## src/design/plic_pkg.sv

```systemverilog
package plic_pkg;

   localparam int SRC_SLOTS        = 32;
   localparam int SRC_W            = 5;
   localparam int PRIO_W           = 3;
   localparam int OFFSET_W         = 26;
   localparam int DATA_W           = 32;

   localparam int DEF_NUM_SOURCES  = 32;
   localparam int PRIORITY_OFFSET  = 0;
   localparam int PENDING_OFFSET   = 4096;
   localparam int ENABLE_OFFSET    = 8192;
   localparam int THRESHOLD_OFFSET = 2097152;
   localparam int CLAIM_OFFSET     = 2097156;

   typedef enum logic [1:0] {
      FUNC_READ  = 2'd0,
      FUNC_WRITE = 2'd1,
      FUNC_RAISE = 2'd2,
      FUNC_CLEAR = 2'd3
   } func_type;

   typedef struct packed {
      logic [PRIO_W-1:0] prio;
      logic [SRC_W-1:0]  idx;
   } cand_type;

   typedef struct packed {
      logic capture;
      logic exec;
      logic reduce;
      logic finalize;
      logic load_rsp;
   } cmd_type;

   // The right-hand candidate wins only with a strictly higher priority,
   // so ties keep the lower index.
   function automatic cand_type pick(input cand_type a, input cand_type b);
      cand_type r;
      if (b.prio > a.prio) begin
         r = b;
      end else begin
         r = a;
      end
      return r;
   endfunction

endpackage

```

## src/design/plic_if.sv

```systemverilog
interface plic_req_if
   import plic_pkg::*;
();
   logic                valid;
   logic                ready;
   logic [1:0]          func;
   logic [OFFSET_W-1:0] offset;
   logic [DATA_W-1:0]   wdata;
   logic [SRC_W-1:0]    src;

   modport source (output valid, func, offset, wdata, src, input ready);
   modport sink (input valid, func, offset, wdata, src, output ready);
endinterface

interface plic_rsp_if
   import plic_pkg::*;
();
   logic              valid;
   logic              ready;
   logic [DATA_W-1:0] rdata;
   logic              access_ok;
   logic              irq;

   modport source (output valid, rdata, access_ok, irq, input ready);
   modport sink (input valid, rdata, access_ok, irq, output ready);
endinterface

```

## src/design/platform_interrupt_controller_core.sv

```systemverilog
// A result is presented after its request passes through execute, two registered stages
// of the priority search tree, and the result load. The sequencer accepts a new request
// only once the previous one has been loaded into the result register.
// A result waiting in the output register stalls the sequencer only at the load step.
// Reset (synchronous, active high) clears priorities, masks, threshold and claim at once.
module platform_interrupt_controller_core
   import plic_pkg::*;
#(
   parameter int NUM_SOURCES = DEF_NUM_SOURCES
)
(
   input logic         clock,
   input logic         reset,
   plic_req_if.sink    req,
   plic_rsp_if.source  rsp
);

   cmd_type cmd;

   plic_ctrl u_ctrl (
      .clock     (clock),
      .reset     (reset),
      .req_valid (req.valid),
      .req_ready (req.ready),
      .rsp_valid (rsp.valid),
      .rsp_ready (rsp.ready),
      .cmd       (cmd)
   );

   plic_datapath #(
      .NUM_SOURCES (NUM_SOURCES)
   ) u_datapath (
      .clock         (clock),
      .reset         (reset),
      .cmd           (cmd),
      .req_func      (req.func),
      .req_offset    (req.offset),
      .req_wdata     (req.wdata),
      .req_source    (req.src),
      .rsp_rdata     (rsp.rdata),
      .rsp_access_ok (rsp.access_ok),
      .rsp_irq       (rsp.irq)
   );

endmodule

```

## src/design/plic_ctrl.sv

```systemverilog
module plic_ctrl
   import plic_pkg::*;
(
   input  logic    clock,
   input  logic    reset,
   input  logic    req_valid,
   output logic    req_ready,
   output logic    rsp_valid,
   input  logic    rsp_ready,
   output cmd_type cmd
);

   typedef enum logic [2:0] {
      ST_IDLE,
      ST_EXEC,
      ST_REDUCE,
      ST_FINAL,
      ST_RESPOND
   } state_type;

   state_type state_ff, state_in;
   logic      rsp_valid_ff, rsp_valid_in;

   always_comb begin
      cmd          = '0;
      state_in     = state_ff;
      rsp_valid_in = rsp_valid_ff && !rsp_ready;
      unique case (state_ff)
         ST_IDLE: begin
            if (req_valid) begin
               cmd.capture = 1'b1;
               state_in    = ST_EXEC;
            end
         end
         ST_EXEC: begin
            cmd.exec = 1'b1;
            state_in = ST_REDUCE;
         end
         ST_REDUCE: begin
            cmd.reduce = 1'b1;
            state_in   = ST_FINAL;
         end
         ST_FINAL: begin
            cmd.finalize = 1'b1;
            state_in     = ST_RESPOND;
         end
         ST_RESPOND: begin
            // Wait here while the previous result still sits unclaimed.
            if (!rsp_valid_ff || rsp_ready) begin
               cmd.load_rsp = 1'b1;
               rsp_valid_in = 1'b1;
               state_in     = ST_IDLE;
            end
         end
         default: state_in = ST_IDLE;
      endcase
   end

   always_ff @(posedge clock) begin
      if (reset) begin
         state_ff     <= ST_IDLE;
         rsp_valid_ff <= 1'b0;
      end else begin
         state_ff     <= state_in;
         rsp_valid_ff <= rsp_valid_in;
      end
   end

   assign req_ready = (state_ff == ST_IDLE);
   assign rsp_valid = rsp_valid_ff;

endmodule

```

## src/design/plic_datapath.sv

```systemverilog
module plic_datapath
   import plic_pkg::*;
#(
   parameter int NUM_SOURCES = DEF_NUM_SOURCES
)
(
   input  logic                clock,
   input  logic                reset,
   input  cmd_type             cmd,
   input  logic [1:0]          req_func,
   input  logic [OFFSET_W-1:0] req_offset,
   input  logic [DATA_W-1:0]   req_wdata,
   input  logic [SRC_W-1:0]    req_source,
   output logic [DATA_W-1:0]   rsp_rdata,
   output logic                rsp_access_ok,
   output logic                rsp_irq
);

   localparam int IDX_W = (NUM_SOURCES > 1) ? $clog2(NUM_SOURCES) : 1;
   localparam logic [NUM_SOURCES-1:0] SRC_MASK = ~(NUM_SOURCES'(1));
   localparam int GROUPS = 4;

   // Captured transaction
   logic [1:0]          func_ff;
   logic [OFFSET_W-1:0] offset_ff;
   logic [DATA_W-1:0]   wdata_ff;
   logic [SRC_W-1:0]    source_ff;

   // Architectural state
   logic [PRIO_W-1:0]      prio_ff [NUM_SOURCES];
   logic [NUM_SOURCES-1:0] pending_ff, pending_in;
   logic [NUM_SOURCES-1:0] enable_ff, enable_in;
   logic [PRIO_W-1:0]      thresh_ff, thresh_in;
   logic [SRC_W-1:0]       claimed_ff, claimed_in;
   logic                   prio_we;
   logic [IDX_W-1:0]       prio_waddr;

   // Step result and winner search
   logic [DATA_W-1:0] rdata_ff, rdata_in;
   logic              ok_ff, ok_in;
   cand_type          group_ff [GROUPS];
   cand_type          winner_ff;

   logic [DATA_W-1:0] rsp_rdata_ff;
   logic              rsp_ok_ff;
   logic              rsp_irq_ff;

   always_ff @(posedge clock) begin
      if (cmd.capture) begin
         func_ff   <= req_func;
         offset_ff <= req_offset;
         wdata_ff  <= req_wdata;
         source_ff <= req_source;
      end
   end

   logic             in_prio;
   logic [IDX_W-1:0] prio_idx;
   logic             src_valid;
   logic [IDX_W-1:0] src_idx;
   logic [IDX_W-1:0] win_idx;

   assign in_prio   = offset_ff < OFFSET_W'(PRIORITY_OFFSET + 4 * NUM_SOURCES);
   assign prio_idx  = offset_ff[IDX_W+1:2];
   assign src_valid = (source_ff != '0) && ({1'b0, source_ff} < (SRC_W+1)'(NUM_SOURCES));
   assign src_idx   = source_ff[IDX_W-1:0];
   assign win_idx   = winner_ff.idx[IDX_W-1:0];

   always_comb begin
      pending_in = pending_ff;
      enable_in  = enable_ff;
      thresh_in  = thresh_ff;
      claimed_in = claimed_ff;
      prio_we    = 1'b0;
      prio_waddr = prio_idx;
      rdata_in   = '0;
      ok_in      = 1'b0;
      unique case (func_type'(func_ff))
         FUNC_READ: begin
            ok_in = 1'b1;
            priority if (in_prio) begin
               rdata_in = DATA_W'(prio_ff[prio_idx]);
            end else if (offset_ff == OFFSET_W'(PENDING_OFFSET)) begin
               rdata_in = DATA_W'(pending_ff);
            end else if (offset_ff == OFFSET_W'(ENABLE_OFFSET)) begin
               rdata_in = DATA_W'(enable_ff);
            end else if (offset_ff == OFFSET_W'(THRESHOLD_OFFSET)) begin
               rdata_in = DATA_W'(thresh_ff);
            end else if (offset_ff == OFFSET_W'(CLAIM_OFFSET)) begin
               rdata_in = DATA_W'(winner_ff.idx);
               if (winner_ff.idx != '0) begin
                  pending_in[win_idx] = 1'b0;
                  claimed_in          = winner_ff.idx;
               end
            end else begin
               ok_in = 1'b0;
            end
         end
         FUNC_WRITE: begin
            ok_in    = 1'b1;
            rdata_in = wdata_ff;
            priority if (in_prio) begin
               prio_we = (prio_idx != '0);
            end else if (offset_ff == OFFSET_W'(PENDING_OFFSET)) begin
               // The pending mask is read only.
               ok_in = 1'b1;
            end else if (offset_ff == OFFSET_W'(ENABLE_OFFSET)) begin
               enable_in = wdata_ff[NUM_SOURCES-1:0] & SRC_MASK;
            end else if (offset_ff == OFFSET_W'(THRESHOLD_OFFSET)) begin
               thresh_in = wdata_ff[PRIO_W-1:0];
            end else if (offset_ff == OFFSET_W'(CLAIM_OFFSET)) begin
               if (wdata_ff != '0 && wdata_ff < DATA_W'(NUM_SOURCES) &&
                   wdata_ff[SRC_W-1:0] == claimed_ff) begin
                  claimed_in = '0;
               end
            end else begin
               ok_in    = 1'b0;
               rdata_in = '0;
            end
         end
         FUNC_RAISE: begin
            if (src_valid) begin
               pending_in[src_idx] = 1'b1;
            end
         end
         FUNC_CLEAR: begin
            if (src_valid) begin
               pending_in[src_idx] = 1'b0;
            end
         end
         default: ok_in = 1'b0;
      endcase
   end

   always_ff @(posedge clock) begin
      if (reset) begin
         for (int i = 0; i < NUM_SOURCES; i++) begin
            prio_ff[i] <= '0;
         end
         pending_ff <= '0;
         enable_ff  <= '0;
         thresh_ff  <= '0;
         claimed_ff <= '0;
      end else if (cmd.exec) begin
         if (prio_we) begin
            prio_ff[prio_waddr] <= wdata_ff[PRIO_W-1:0];
         end
         pending_ff <= pending_in;
         enable_ff  <= enable_in;
         thresh_ff  <= thresh_in;
         claimed_ff <= claimed_in;
      end
   end

   always_ff @(posedge clock) begin
      if (cmd.exec) begin
         rdata_ff <= rdata_in;
         ok_ff    <= ok_in;
      end
   end

   // Candidates carry priority zero unless pending, enabled and above threshold.
   cand_type cand [SRC_SLOTS];
   for (genvar g = 0; g < SRC_SLOTS; g++) begin : g_cand
      if (g < NUM_SOURCES) begin : g_live
         assign cand[g].prio = (pending_ff[g] && enable_ff[g] && prio_ff[g] > thresh_ff)
                             ? prio_ff[g] : '0;
         assign cand[g].idx  = SRC_W'(g);
      end else begin : g_dead
         assign cand[g] = '0;
      end
   end

   cand_type lvl1 [16];
   cand_type lvl2 [8];
   cand_type lvl3 [GROUPS];
   cand_type lvl4 [2];
   cand_type lvl5;

   always_comb begin
      for (int i = 0; i < 16; i++) begin
         lvl1[i] = pick(cand[2*i], cand[2*i+1]);
      end
      for (int i = 0; i < 8; i++) begin
         lvl2[i] = pick(lvl1[2*i], lvl1[2*i+1]);
      end
      for (int i = 0; i < GROUPS; i++) begin
         lvl3[i] = pick(lvl2[2*i], lvl2[2*i+1]);
      end
   end

   always_comb begin
      for (int i = 0; i < 2; i++) begin
         lvl4[i] = pick(group_ff[2*i], group_ff[2*i+1]);
      end
      lvl5 = pick(lvl4[0], lvl4[1]);
   end

   always_ff @(posedge clock) begin
      if (cmd.reduce) begin
         for (int i = 0; i < GROUPS; i++) begin
            group_ff[i] <= lvl3[i];
         end
      end
   end

   // The winner stays valid between transactions; the claim path relies on it.
   always_ff @(posedge clock) begin
      if (reset) begin
         winner_ff <= '0;
      end else if (cmd.finalize) begin
         winner_ff <= lvl5;
      end
   end

   always_ff @(posedge clock) begin
      if (cmd.load_rsp) begin
         rsp_rdata_ff <= rdata_ff;
         rsp_ok_ff    <= ok_ff;
         rsp_irq_ff   <= (winner_ff.idx != '0);
      end
   end

   assign rsp_rdata     = rsp_rdata_ff;
   assign rsp_access_ok = rsp_ok_ff;
   assign rsp_irq       = rsp_irq_ff;

endmodule

```

## src/flat_wrapper.sv

```systemverilog
// flat-port wrapper written by rule: the top's interface ports become plain ports
module platform_interrupt_controller_core_flat import plic_pkg::*;
#(
   parameter int NUM_SOURCES = DEF_NUM_SOURCES
)
  (clock, reset, req_valid, req_func, req_offset, req_wdata, req_src, req_ready, rsp_valid, rsp_rdata, rsp_access_ok, rsp_irq, rsp_ready);
  plic_req_if req_i ();
  plic_rsp_if rsp_i ();
  input logic clock;
  input logic reset;
  input wire logic [$bits(req_i.valid)-1:0] req_valid;
  input wire logic [$bits(req_i.func)-1:0] req_func;
  input wire logic [$bits(req_i.offset)-1:0] req_offset;
  input wire logic [$bits(req_i.wdata)-1:0] req_wdata;
  input wire logic [$bits(req_i.src)-1:0] req_src;
  output wire logic [$bits(req_i.ready)-1:0] req_ready;
  output wire logic [$bits(rsp_i.valid)-1:0] rsp_valid;
  output wire logic [$bits(rsp_i.rdata)-1:0] rsp_rdata;
  output wire logic [$bits(rsp_i.access_ok)-1:0] rsp_access_ok;
  output wire logic [$bits(rsp_i.irq)-1:0] rsp_irq;
  input wire logic [$bits(rsp_i.ready)-1:0] rsp_ready;
  assign req_i.valid = req_valid;
  assign req_i.func = req_func;
  assign req_i.offset = req_offset;
  assign req_i.wdata = req_wdata;
  assign req_i.src = req_src;
  assign req_ready = req_i.ready;
  assign rsp_valid = rsp_i.valid;
  assign rsp_rdata = rsp_i.rdata;
  assign rsp_access_ok = rsp_i.access_ok;
  assign rsp_irq = rsp_i.irq;
  assign rsp_i.ready = rsp_ready;
  platform_interrupt_controller_core #(.NUM_SOURCES(NUM_SOURCES)) u_core (.clock(clock), .reset(reset), .req(req_i), .rsp(rsp_i));
endmodule
```

## config.mk

```make
export PLATFORM = sky130hd
export DESIGN_NAME = platform_interrupt_controller_core_flat
export DESIGN_NICKNAME = d
export VERILOG_FILES = /design/src/design/plic_pkg.sv /design/src/design/plic_if.sv /design/src/design/platform_interrupt_controller_core.sv /design/src/design/plic_ctrl.sv /design/src/design/plic_datapath.sv /design/src/flat_wrapper.sv
export SDC_FILE = /design/constraint.sdc
export NUM_CORES = 1
export LEC_CHECK = 0
export BUFFER_PORTS_ARGS = -buffer_cell sky130_fd_sc_hd__clkbuf_2
export CORE_ASPECT_RATIO = 1.25
export CORE_MARGIN = 1
export CORE_UTILIZATION = 28
export DETAILED_ROUTE_END_ITERATION = 12
export PLACE_DENSITY = 0.53
export SYNTH_ARGS = -nofsm -noshare
export SYNTH_HDL_FRONTEND = slang
export SYNTH_SLANG_ARGS = --single-unit
```

## constraint.sdc

```tcl
create_clock -name clock -period 15.2 [get_ports clock]
set_input_delay 1.52 -clock clock [delete_from_list [all_inputs] [get_ports clock]]
set_output_delay 1.52 -clock clock [all_outputs]
set_load 0.005 [all_outputs]
```

# [After elaboration in Yosys (flattened, before gate mapping)]
# Memory sizes are Yosys's and may differ from the RTL's. A register that Yosys moved wholly into a read port is not among the register bits.
# Index checks and enable logic that the tools add are counted.
# Widths: inputs -> output; s select.
[word_totals] mem_count=2 word_cells=310 in_bits=69 ramBits=128 output_inout_bits=36 ff_bits=207
[mem_list] name="u_core.u_datapath.prio_ff" words=32 width=3 read_ports=32 rd_ports_with_merged_regs=1 wr=32 line="plic_datapath.sv:30" rtl="logic [PRIO_W-1:0] prio_ff [NUM_SOURCES];"
[mem_list] name="u_core.u_datapath.group_ff" words=4 width=8 read_ports=4 rd_ports_with_merged_regs=0 wr=4 line="plic_datapath.sv:41" rtl="cand_type group_ff [GROUPS];"
[op_classes] reduce_logical=80 muxes=117 order_cmp=67 eq_ne=21 bitwise=8
[op_table] operator="$mux 32" n=16
[op_table] operator="$mux 8" n=30
[op_table] operator="$gt 3x3->1" n=61
[op_table] operator="$mux 3" n=34
[op_table] operator="$pmux 32 s3" n=1
[op_table] operator="$logic_and 1x1->1" n=65
[op_table] operator="$and 32x32->32" n=2
[op_table] operator="$not 32->32" n=2
[op_table] operator="$pmux 32 s2" n=1
[op_table] operator="$eq 26x22->1 const B" n=2
[op_table] operator="$or 32x32->32" n=1
[op_table] operator="$mux 1" n=27
[op_table] operator="$eq 26x13->1 const B" n=1
[op_table] operator="$eq 26x14->1 const B" n=1
[op_table] operator="$lt 26x8->1 const B" n=1
[op_table] operator="$mux 5" n=5
[op_table] operator="$ne 2x2->1 const B" n=10
[op_table] operator="$pmux 3 s5" n=1
[op_table] operator="$reduce_bool 5->1" n=3
[op_table] operator="$lt 5x6->1 const B" n=2
[op_table] operator="$demux 1 s5" n=2
[op_table] operator="$ge 5x1->1 const B" n=2
[op_table] operator="$reduce_and 10->1" n=1
[op_table] operator="$eq 3x2->1 const B" n=2
[op_table] operator="other kinds (16)" n=20

# [Logic depth before layout (Yosys ltp)]
# Gate-level depths: netlist (run 1).
[depth] word_depth=13 ltp_mapped=28 mapped_depth_nobuf=28

# [By module]
# From an unflattened synthesis (run 1), not the netlist that was laid out.
[hier_totals] cells_unflattened=1934 area_unflattened_um2=19660.1
[by_module_without_submodules] mod="plic_datapath" seq_area_each_um2=9088.7 cells_each=1915 instances=1 area_per_inst_um2=19468.7
[by_module_without_submodules] mod="plic_ctrl" seq_area_each_um2=80.1 cells_each=19 instances=1 area_per_inst_um2=191.4

# [Least setup slack after synthesis (run 1)]
# No wires, ideal clock.
[synth_path] path_type="reg-to-reg" from="reg u_core.u_datapath.thresh_ff[2]" to="mem u_core.u_datapath.group_ff[0][1] (netlist name) (data pin)" path_stages_with_launch=22 setup_time_ns=0.260 path_slack_ns=9.509 t_required_ns=14.940 path_buffers=0 arrival_ns=5.431 synth_period_minus_slack_ns=5.691 cell_sequence="dfxtp_1 -> inv_1 -> ha_1 -> a21oi_1 -> o21ai_0 -> and4_1 -> and2_1 -> ha_1 -> a21o_1 -> and3_1 -> o2bb2ai_1 -> a221oi_1 -> ha_1 -> a21o_1 -> a21oi_1 -> a31oi_1 -> mux2i_1 -> ha_1 -> a21o_1 -> a21oi_1 -> a31oi_1 -> mux2_2"
[synth_rtl] item="start: declaration" line="plic_datapath.sv:33" rtl="logic [PRIO_W-1:0] thresh_ff, thresh_in;"
[synth_rtl] item="start signal: assignment" line="plic_datapath.sv:150" rtl="thresh_ff <= thresh_in;"
[synth_rtl] item="end: declaration" line="plic_datapath.sv:41"

==> flow_summary.json, run 1 <==
{
  "post_drt_wl_per_cell_um": 20.85,
  "portBuffers": 104,
  "routed_wirelength_mm": 62.13,
  "globalRouteOverflowTotal": 0,
  "clkSlewWorstSetupHoldPaths_ns": 0.07,
  "cts_hold_buffers": 0,
  "filler_cell_count": 7059,
  "vdd.ir_drop.worst_v": 0.00009855,
  "hold_path.class": "register to register",
  "critical_path.slowest_cell": "sky130_fd_sc_hd__a31oi_1",
  "worst_setup_path_start_kind": "register",
  "route.vias.total": 15350,
  "placed_area_um2": 21300,
  "dp.final_hpwl_mm": 47.16,
  "seq_area_frac_synth_pct": 46.44,
  "critical_path.max_stage_delay_ns": 0.76,
  "p_comb_share_pct": 8.0,
  "fmax_ghz": 0.1499,
  "yosysMostFrequentCell": "sky130_fd_sc_hd__edfxtp_1",
  "p_int_w": 0.001711,
  "antenna_violations_before_repair": 1,
  "yosysWarningCount": 0,
  "synth_compound_area_share_pct": 13.47,
  "floorplan.die.width_um": 239.5,
  "final.period_utilization_pct": 43.90,
  "avgSynthCellArea_um2": 10.21,
  "net_switching_w": 0.0005429,
  "tritoncts": "done",
  "synthFlopType": "sky130_fd_sc_hd__edfxtp_1",
  "grt_start_max_net_pins": 75,
  "period_needed_ns": 6.673,
  "diodes": 0,
  "yosys-mux-area-fraction_pct": 8.473,
  "drtPass1Iterations": 6,
  "placement_rows": 108,
  "timing.slew.headroom_pct": 25.03,
  "core_area_um2": 69590,
  "die_y_um": 298.9,
  "synth.area.top_cells": "sky130_fd_sc_hd__edfxtp_1 38%, sky130_fd_sc_hd__ha_1 12%, sky130_fd_sc_hd__dfxtp_1 8.1%, sky130_fd_sc_hd__nand2_1 4.4%, sky130_fd_sc_hd__mux2i_1 4.3%",
  "p_sw_share_pct": 24.09,
  "gr-usage-all-layers_pct": 17.22,
  "grt_pass1_wl_mm": 93.99,
  "postCtsResizedCells": 0,
  "worstPathMaxFanout": 31,
  "outcome": "completed",
  "cts-root-to-sink-buffers": 3,
  "drive_above_1_share_pct": 12.23,
  "numCtsBuffers": 36,
  "design.final.nets": 2267,
  "floorplan.initialDensity_pct": 28.37,
  "postCtsSetupRepairBufs": 0,
  "ios": 105,
  "grt_setup_unrepaired": "false",
  "final_cell_area_um2": 22640,
  "synthDominantCellAreaShare_pct": 38.33,
  "drv_cap": 0,
  "path_buf_inv": 5,
  "finalMaxSlewViolations": 0,
  "worst-slew-pin-transition_ns": 1.122,
  "synth_top_cell_by_area": "sky130_fd_sc_hd__edfxtp_1",
  "cts_max_level": 2,
  "drt_iter0_drc": 1250,
  "drt_drc_violations_left": 0,
  "timing_worst_setup_path_type": "register to register",
  "grt_pass1_vias": 15340,
  "netlist_top_cells_count": "252 x sky130_fd_sc_hd__edfxtp_1, 229 x sky130_fd_sc_hd__nand2_1, 182 x sky130_fd_sc_hd__ha_1",
  "worst_path_dominant_cell_family": "compound AO/OA/AOI/OAI gates",
  "timing.clock.skew_ns": 0.02284,
  "cp_data_arrival_time_ns": 6.97,
  "clkSinkCount": 332,
  "clock_insertion_delay_worst_skew_ns": 0.55,
  "root_buffer": "sky130_fd_sc_hd__clkbuf_16",
  "synth_seq_cells": 332,
  "post_synth_xor_area_fraction_pct": 0.08872,
  "pwr-share-clk_pct": 44.6,
  "tns_ns": 0,
  "worstPathRequired_ns": 15.49,
  "place.gp.congestion": 0.9458,
  "yosysUniqueCellTypes": 64,
  "synth_simple_gate_area_share_pct": 14.96,
  "final_setup_viols": 0,
  "area_share_of_fa_ha_maj_cells_after_synthesis_pct": 11.53,
  "power_density_nw_per_um2": 99.57,
  "die_area_um2": 71590,
  "synth.cell_area_um2": 19740,
  "holdWs_ns": 0.4200,
  "timing.critical_path.to_type": "register",
  "flow.area_growth_from_synthesis_pct": 14.65,
  "post-layout-total-power_w": 0.002254,
  "fin_hold_viols": 0,
  "synth_cells": 1933,
  "number_of_flops_mapped_to_enable_cells_by_yosys": 252,
  "ant_nets": 0,
  "synth_top_family_by_area": "simple AND/OR/NAND/NOR gates",
  "via_density_per_instance": 5.151,
  "share_seq_of_total_power_pct": 47.4,
  "leakagePower_nw": 8.521,
  "async_reset_ff_share_pct": 0
}
final cells by class:
class / instances / area, um^2 / area share, %
inverters: 179 / 671.9 / 2.968
multi-input cells: 1346 / 9641 / 42.59
clock buffers: 46 / 991.0 / 4.378
flip-flops and latches: 332 / 9169 / 40.50
clock inverters: 20 / 344.1 / 1.520
well taps: 935 / 1170 / 5.168
repair buffers: 121 / 650.6 / 2.874
flip-flops by register name (all words and copies together), names as in the netlist, 5 cells and up, named ones only:
name / flops
u_core.u_datapath.offset_ff: 26
u_core.u_datapath.win_idx: 5
u_core.u_datapath.enable_ff: 31
u_core.u_datapath.pending_ff: 32
u_core.u_datapath.rdata_ff: 32
u_core.u_datapath.rsp_rdata: 32
u_core.u_datapath.prio_ff: 96
u_core.u_datapath.wdata_ff: 32
u_core.u_datapath.source_ff: 5
u_core.u_datapath.group_ff: 24
cells by family (layout without fill, tap and decap cells):
kind of cell    Yosys count  count (layout)
flops                   332             332
buf+inv                 257             366
compound gates          416             416
xor+xnor                  2               2
mux                     130             130
fa+ha+maj               182             182
other cells               1               3
simple gates            613             613
through the flow:
step | instances | worst slack, ns | util [%]
floorplan | 1935 | 9.509 | -
global placement | 2913 | 8.579 | 30.61
detailed placement | 2913 | 8.521 | 30.61
CTS | 2979 | 8.494 | 32.53
global route | 2979 | 8.016 | 32.53
finish | 2979 | 8.527 | 32.53
metal layers:
layer | routed length (um) | global-route usage [%] | part of all wire (%)
met5 | 13 | 0 | 0.021
met4 | 2609 | 7.631 | 4.2
met3 | 2767 | 2.272 | 4.5
met2 | 31150 | 30.45 | 50
met1 | 25580 | 20.63 | 41
power groups by stage:
stage               clock network (W)  logic (W)  registers [W]
finish                        0.00100   0.000180        0.00107
global route                  0.00106   0.000196        0.00107
CTS                           0.00103   0.000183        0.00107
detailed placement                  0   0.000182        0.00109
global placement                    0   0.000179        0.00109
floorplan                           0   0.000128        0.00106
worst paths after layout:
kind	startpoint	end	slack, ns	cells after the start
worst max-delay path	u_core.u_datapath.thresh_ff[2]$_SDFFE_PP0P_	u_core.u_datapath.group_ff[0][7]$_DFFE_PN_	8.53	26
worst min-delay path	u_core.u_datapath.rdata_ff[19]$_DFFE_PN_	u_core.u_datapath.rsp_rdata[19]$_DFFE_PP_	0.42	0
worst max register to register	u_core.u_datapath.thresh_ff[2]$_SDFFE_PP0P_	u_core.u_datapath.group_ff[0][7]$_DFFE_PN_	8.53	26
worst min register to register	u_core.u_datapath.rdata_ff[19]$_DFFE_PN_	u_core.u_datapath.rsp_rdata[19]$_DFFE_PP_	0.42	0
cell usage in the layout (no fill, tap or decap), drive strengths merged, types with 28 or more instances in the layout:
cell,instances
o2bb2ai,31
mux2i,85
nand2b,35
edfxtp,252
ha,182
dfxtp,80
a21oi,127
nor2b,43
nor2,121
a21o,49
nand2,233
clkbuf,149
mux4,28
nand3,79
inv,182
o21ai,84
No activity file was read; power rests on OpenSTA's default activity.
==> inputs of run 2 (changes only) <==
==> constraint.sdc (replaced) <==
create_clock -name clock -period 6.9 [get_ports clock]
set_input_delay 0.69 -clock clock [delete_from_list [all_inputs] [get_ports clock]]
set_output_delay 0.69 -clock clock [all_outputs]
set_load 0.005 [all_outputs]
==> run 2 against run 1 <==
Power grew 110%. Final cell count is 0.34% higher. Worst setup slack got worse by 7.9 ns. Sequential power rose by 120%. Sequential share of layout area increased by 0.092 points. Hold slack worse by 0.11 ns. Critical path type unchanged. Critical endpoint is now u_core.u_datapath.group_ff[3][7]$_DFFE_PN_. Largest power group unchanged.
==> flow_summary.json, run 2 (synthesis gave the netlist of run 1 again) <==
{
  "drv_cap": 0,
  "cp_data_arrival_time_ns": 6.63,
  "clkSlewWorstSetupHoldPaths_ns": 0.07,
  "place.gp.congestion": 0.8899,
  "tns_ns": 0,
  "final_cell_area_um2": 22590,
  "core_area_um2": 69590,
  "drtPass1Iterations": 5,
  "route.vias.total": 15200,
  "holdWs_ns": 0.3057,
  "worst-slew-pin-transition_ns": 1.167,
  "worstPathMaxFanout": 20,
  "numCtsBuffers": 37,
  "timing.slew.headroom_pct": 21.58,
  "clkSinkCount": 332,
  "worst_setup_path_start_kind": "register",
  "finalMaxSlewViolations": 0,
  "timing.critical_path.to_type": "register",
  "worstPathRequired_ns": 7.27,
  "floorplan.initialDensity_pct": 28.37,
  "power_density_nw_per_um2": 211.0,
  "flip_flop_count_of_the_largest_register_after_layout": 96,
  "root_buffer": "sky130_fd_sc_hd__clkbuf_16",
  "outcome": "completed",
  "routed_wirelength_mm": 61.87,
  "grt_start_max_net_pins": 82,
  "placement_rows": 108,
  "dp.final_hpwl_mm": 47.47,
  "grt_pass1_vias": 15640,
  "flow.area_growth_from_synthesis_pct": 14.39,
  "reg2reg_slack_ns": 0.63,
  "ant_nets": 0,
  "cts_hold_buffers": 0,
  "antenna_violations_before_repair": 0,
  "floorplan.die.width_um": 239.5,
  "period_needed_ns": 6.265,
  "final-instance-count-excl-fill": 2989,
  "placed_area_um2": 21360,
  "gr-usage-all-layers_pct": 17.22,
  "die_y_um": 298.9,
  "postCtsSetupRepairBufs": 0,
  "grt_setup_unrepaired": "false",
  "diodes": 0,
  "timing_worst_setup_path_type": "register to register",
  "drive_above_1_share_pct": 12.46,
  "grt_pass1_wl_mm": 93.70,
  "largest_register": "u_core.u_datapath.prio_ff",
  "post_drt_wl_per_cell_um": 20.70,
  "hold_path.class": "input port to register",
  "critical_path.slowest_cell": "sky130_fd_sc_hd__inv_1",
  "cts_max_level": 2,
  "fmax_ghz": 0.1596,
  "globalRouteOverflowTotal": 0,
  "vdd.ir_drop.worst_v": 0.0001720,
  "post-layout-total-power_w": 0.004765,
  "layout_commonest_cell": "sky130_fd_sc_hd__edfxtp_1",
  "critical_path.max_stage_delay_ns": 0.47,
  "fin_hold_viols": 0,
  "layout_common_cells": "252 x sky130_fd_sc_hd__edfxtp_1, 229 x sky130_fd_sc_hd__nand2_1, 182 x sky130_fd_sc_hd__ha_1",
  "portBuffers": 104,
  "ios": 105,
  "tritoncts": "done",
  "leakagePower_nw": 8.497,
  "drt_iter0_drc": 1111,
  "die_area_um2": 71590,
  "final_setup_viols": 0,
  "clock_insertion_delay_worst_skew_ns": 0.56,
  "via_density_per_instance": 5.084,
  "critical-path-top-cell-by-count": "sky130_fd_sc_hd__inv_1",
  "dp_cells": 2921,
  "cts-root-to-sink-buffers": 3,
  "final.period_utilization_pct": 90.80,
  "timing.clock.skew_ns": 0.02913,
  "design.final.nets": 2276,
  "drt_drc_violations_left": 0
}
run 2: final cells by class:
type,count,area (um^2)
clock buffer,46,991.0
clock inverter,22,226.5
fill,7051,47010
inverter,179,671.9
multi-input combinational,1346,9647
sequential,332,9169
tap,935,1170
timing repair buffer,129,710.7
run 2: path summary, 6_finish.rpt:
check | start | end | cells past startpoint
worst max register to register | u_core.u_datapath.thresh_ff[1]$_SDFFE_PP0P_ | u_core.u_datapath.group_ff[3][7]$_DFFE_PN_ | 29
worst max-delay path | u_core.u_datapath.thresh_ff[1]$_SDFFE_PP0P_ | u_core.u_datapath.group_ff[3][7]$_DFFE_PN_ | 29
worst min-delay path | req_wdata[4] | u_core.u_datapath.wdata_ff[4]$_DFFE_PP_ | 1
worst min register to register | u_core.u_datapath.rdata_ff[10]$_DFFE_PN_ | u_core.u_datapath.rsp_rdata[10]$_DFFE_PP_ | 0
run 2: where the power goes:
group / internal [W] / switching, W / leakage (nW) / total (W)
sequential: 0.00225 / 0.000104 / 3.09 / 0.00236
clock: 0.00115 / 0.000860 / 0.584 / 0.00201
combinational: 0.000156 / 0.000245 / 4.82 / 0.000401
total: 0.00356 / 0.00121 / 8.50 / 0.00477
run 2: critical path, delay by kind of cell (launching register included):
| family | cells | cell delay [ns] |
|---|---|---|
| AOI/OAI and AO/OA | 11 | 1.90 |
| and+or+nand+nor | 4 | 0.62 |
| muxes | 2 | 0.61 |
| adders and majority gates | 4 | 1.02 |
| DFF | 1 | 0.32 |
| buffers and inverters | 8 | 1.58 |
run 2: per-layer routing:
metal	vias up	routed length, um	track usage (%)
li1	7186	-	-
met1	7420	25080	20.78
met2	470	31470	30.92
met3	120	2945	1.764
met4	0	2374	7.112
met5	-	0	0
run 2: what timing repair did:
action                                  in CTS  in global routing
endpoints found under the hold margin        0                  0
gates resized for setup                      0                  1
endpoints found under the setup margin       0                  2
run 2: through the flow:
| step | util, % | worst slack (ns) |
|---|---|---|
| after floorplan | - | 1.209 |
| after global placement | 30.70 | 0.8793 |
| after detailed placement | 30.70 | 0.5911 |
| after CTS | 32.45 | 0.5487 |
| after global routing | 32.45 | 0.1573 |
| final | 32.45 | 0.6350 |
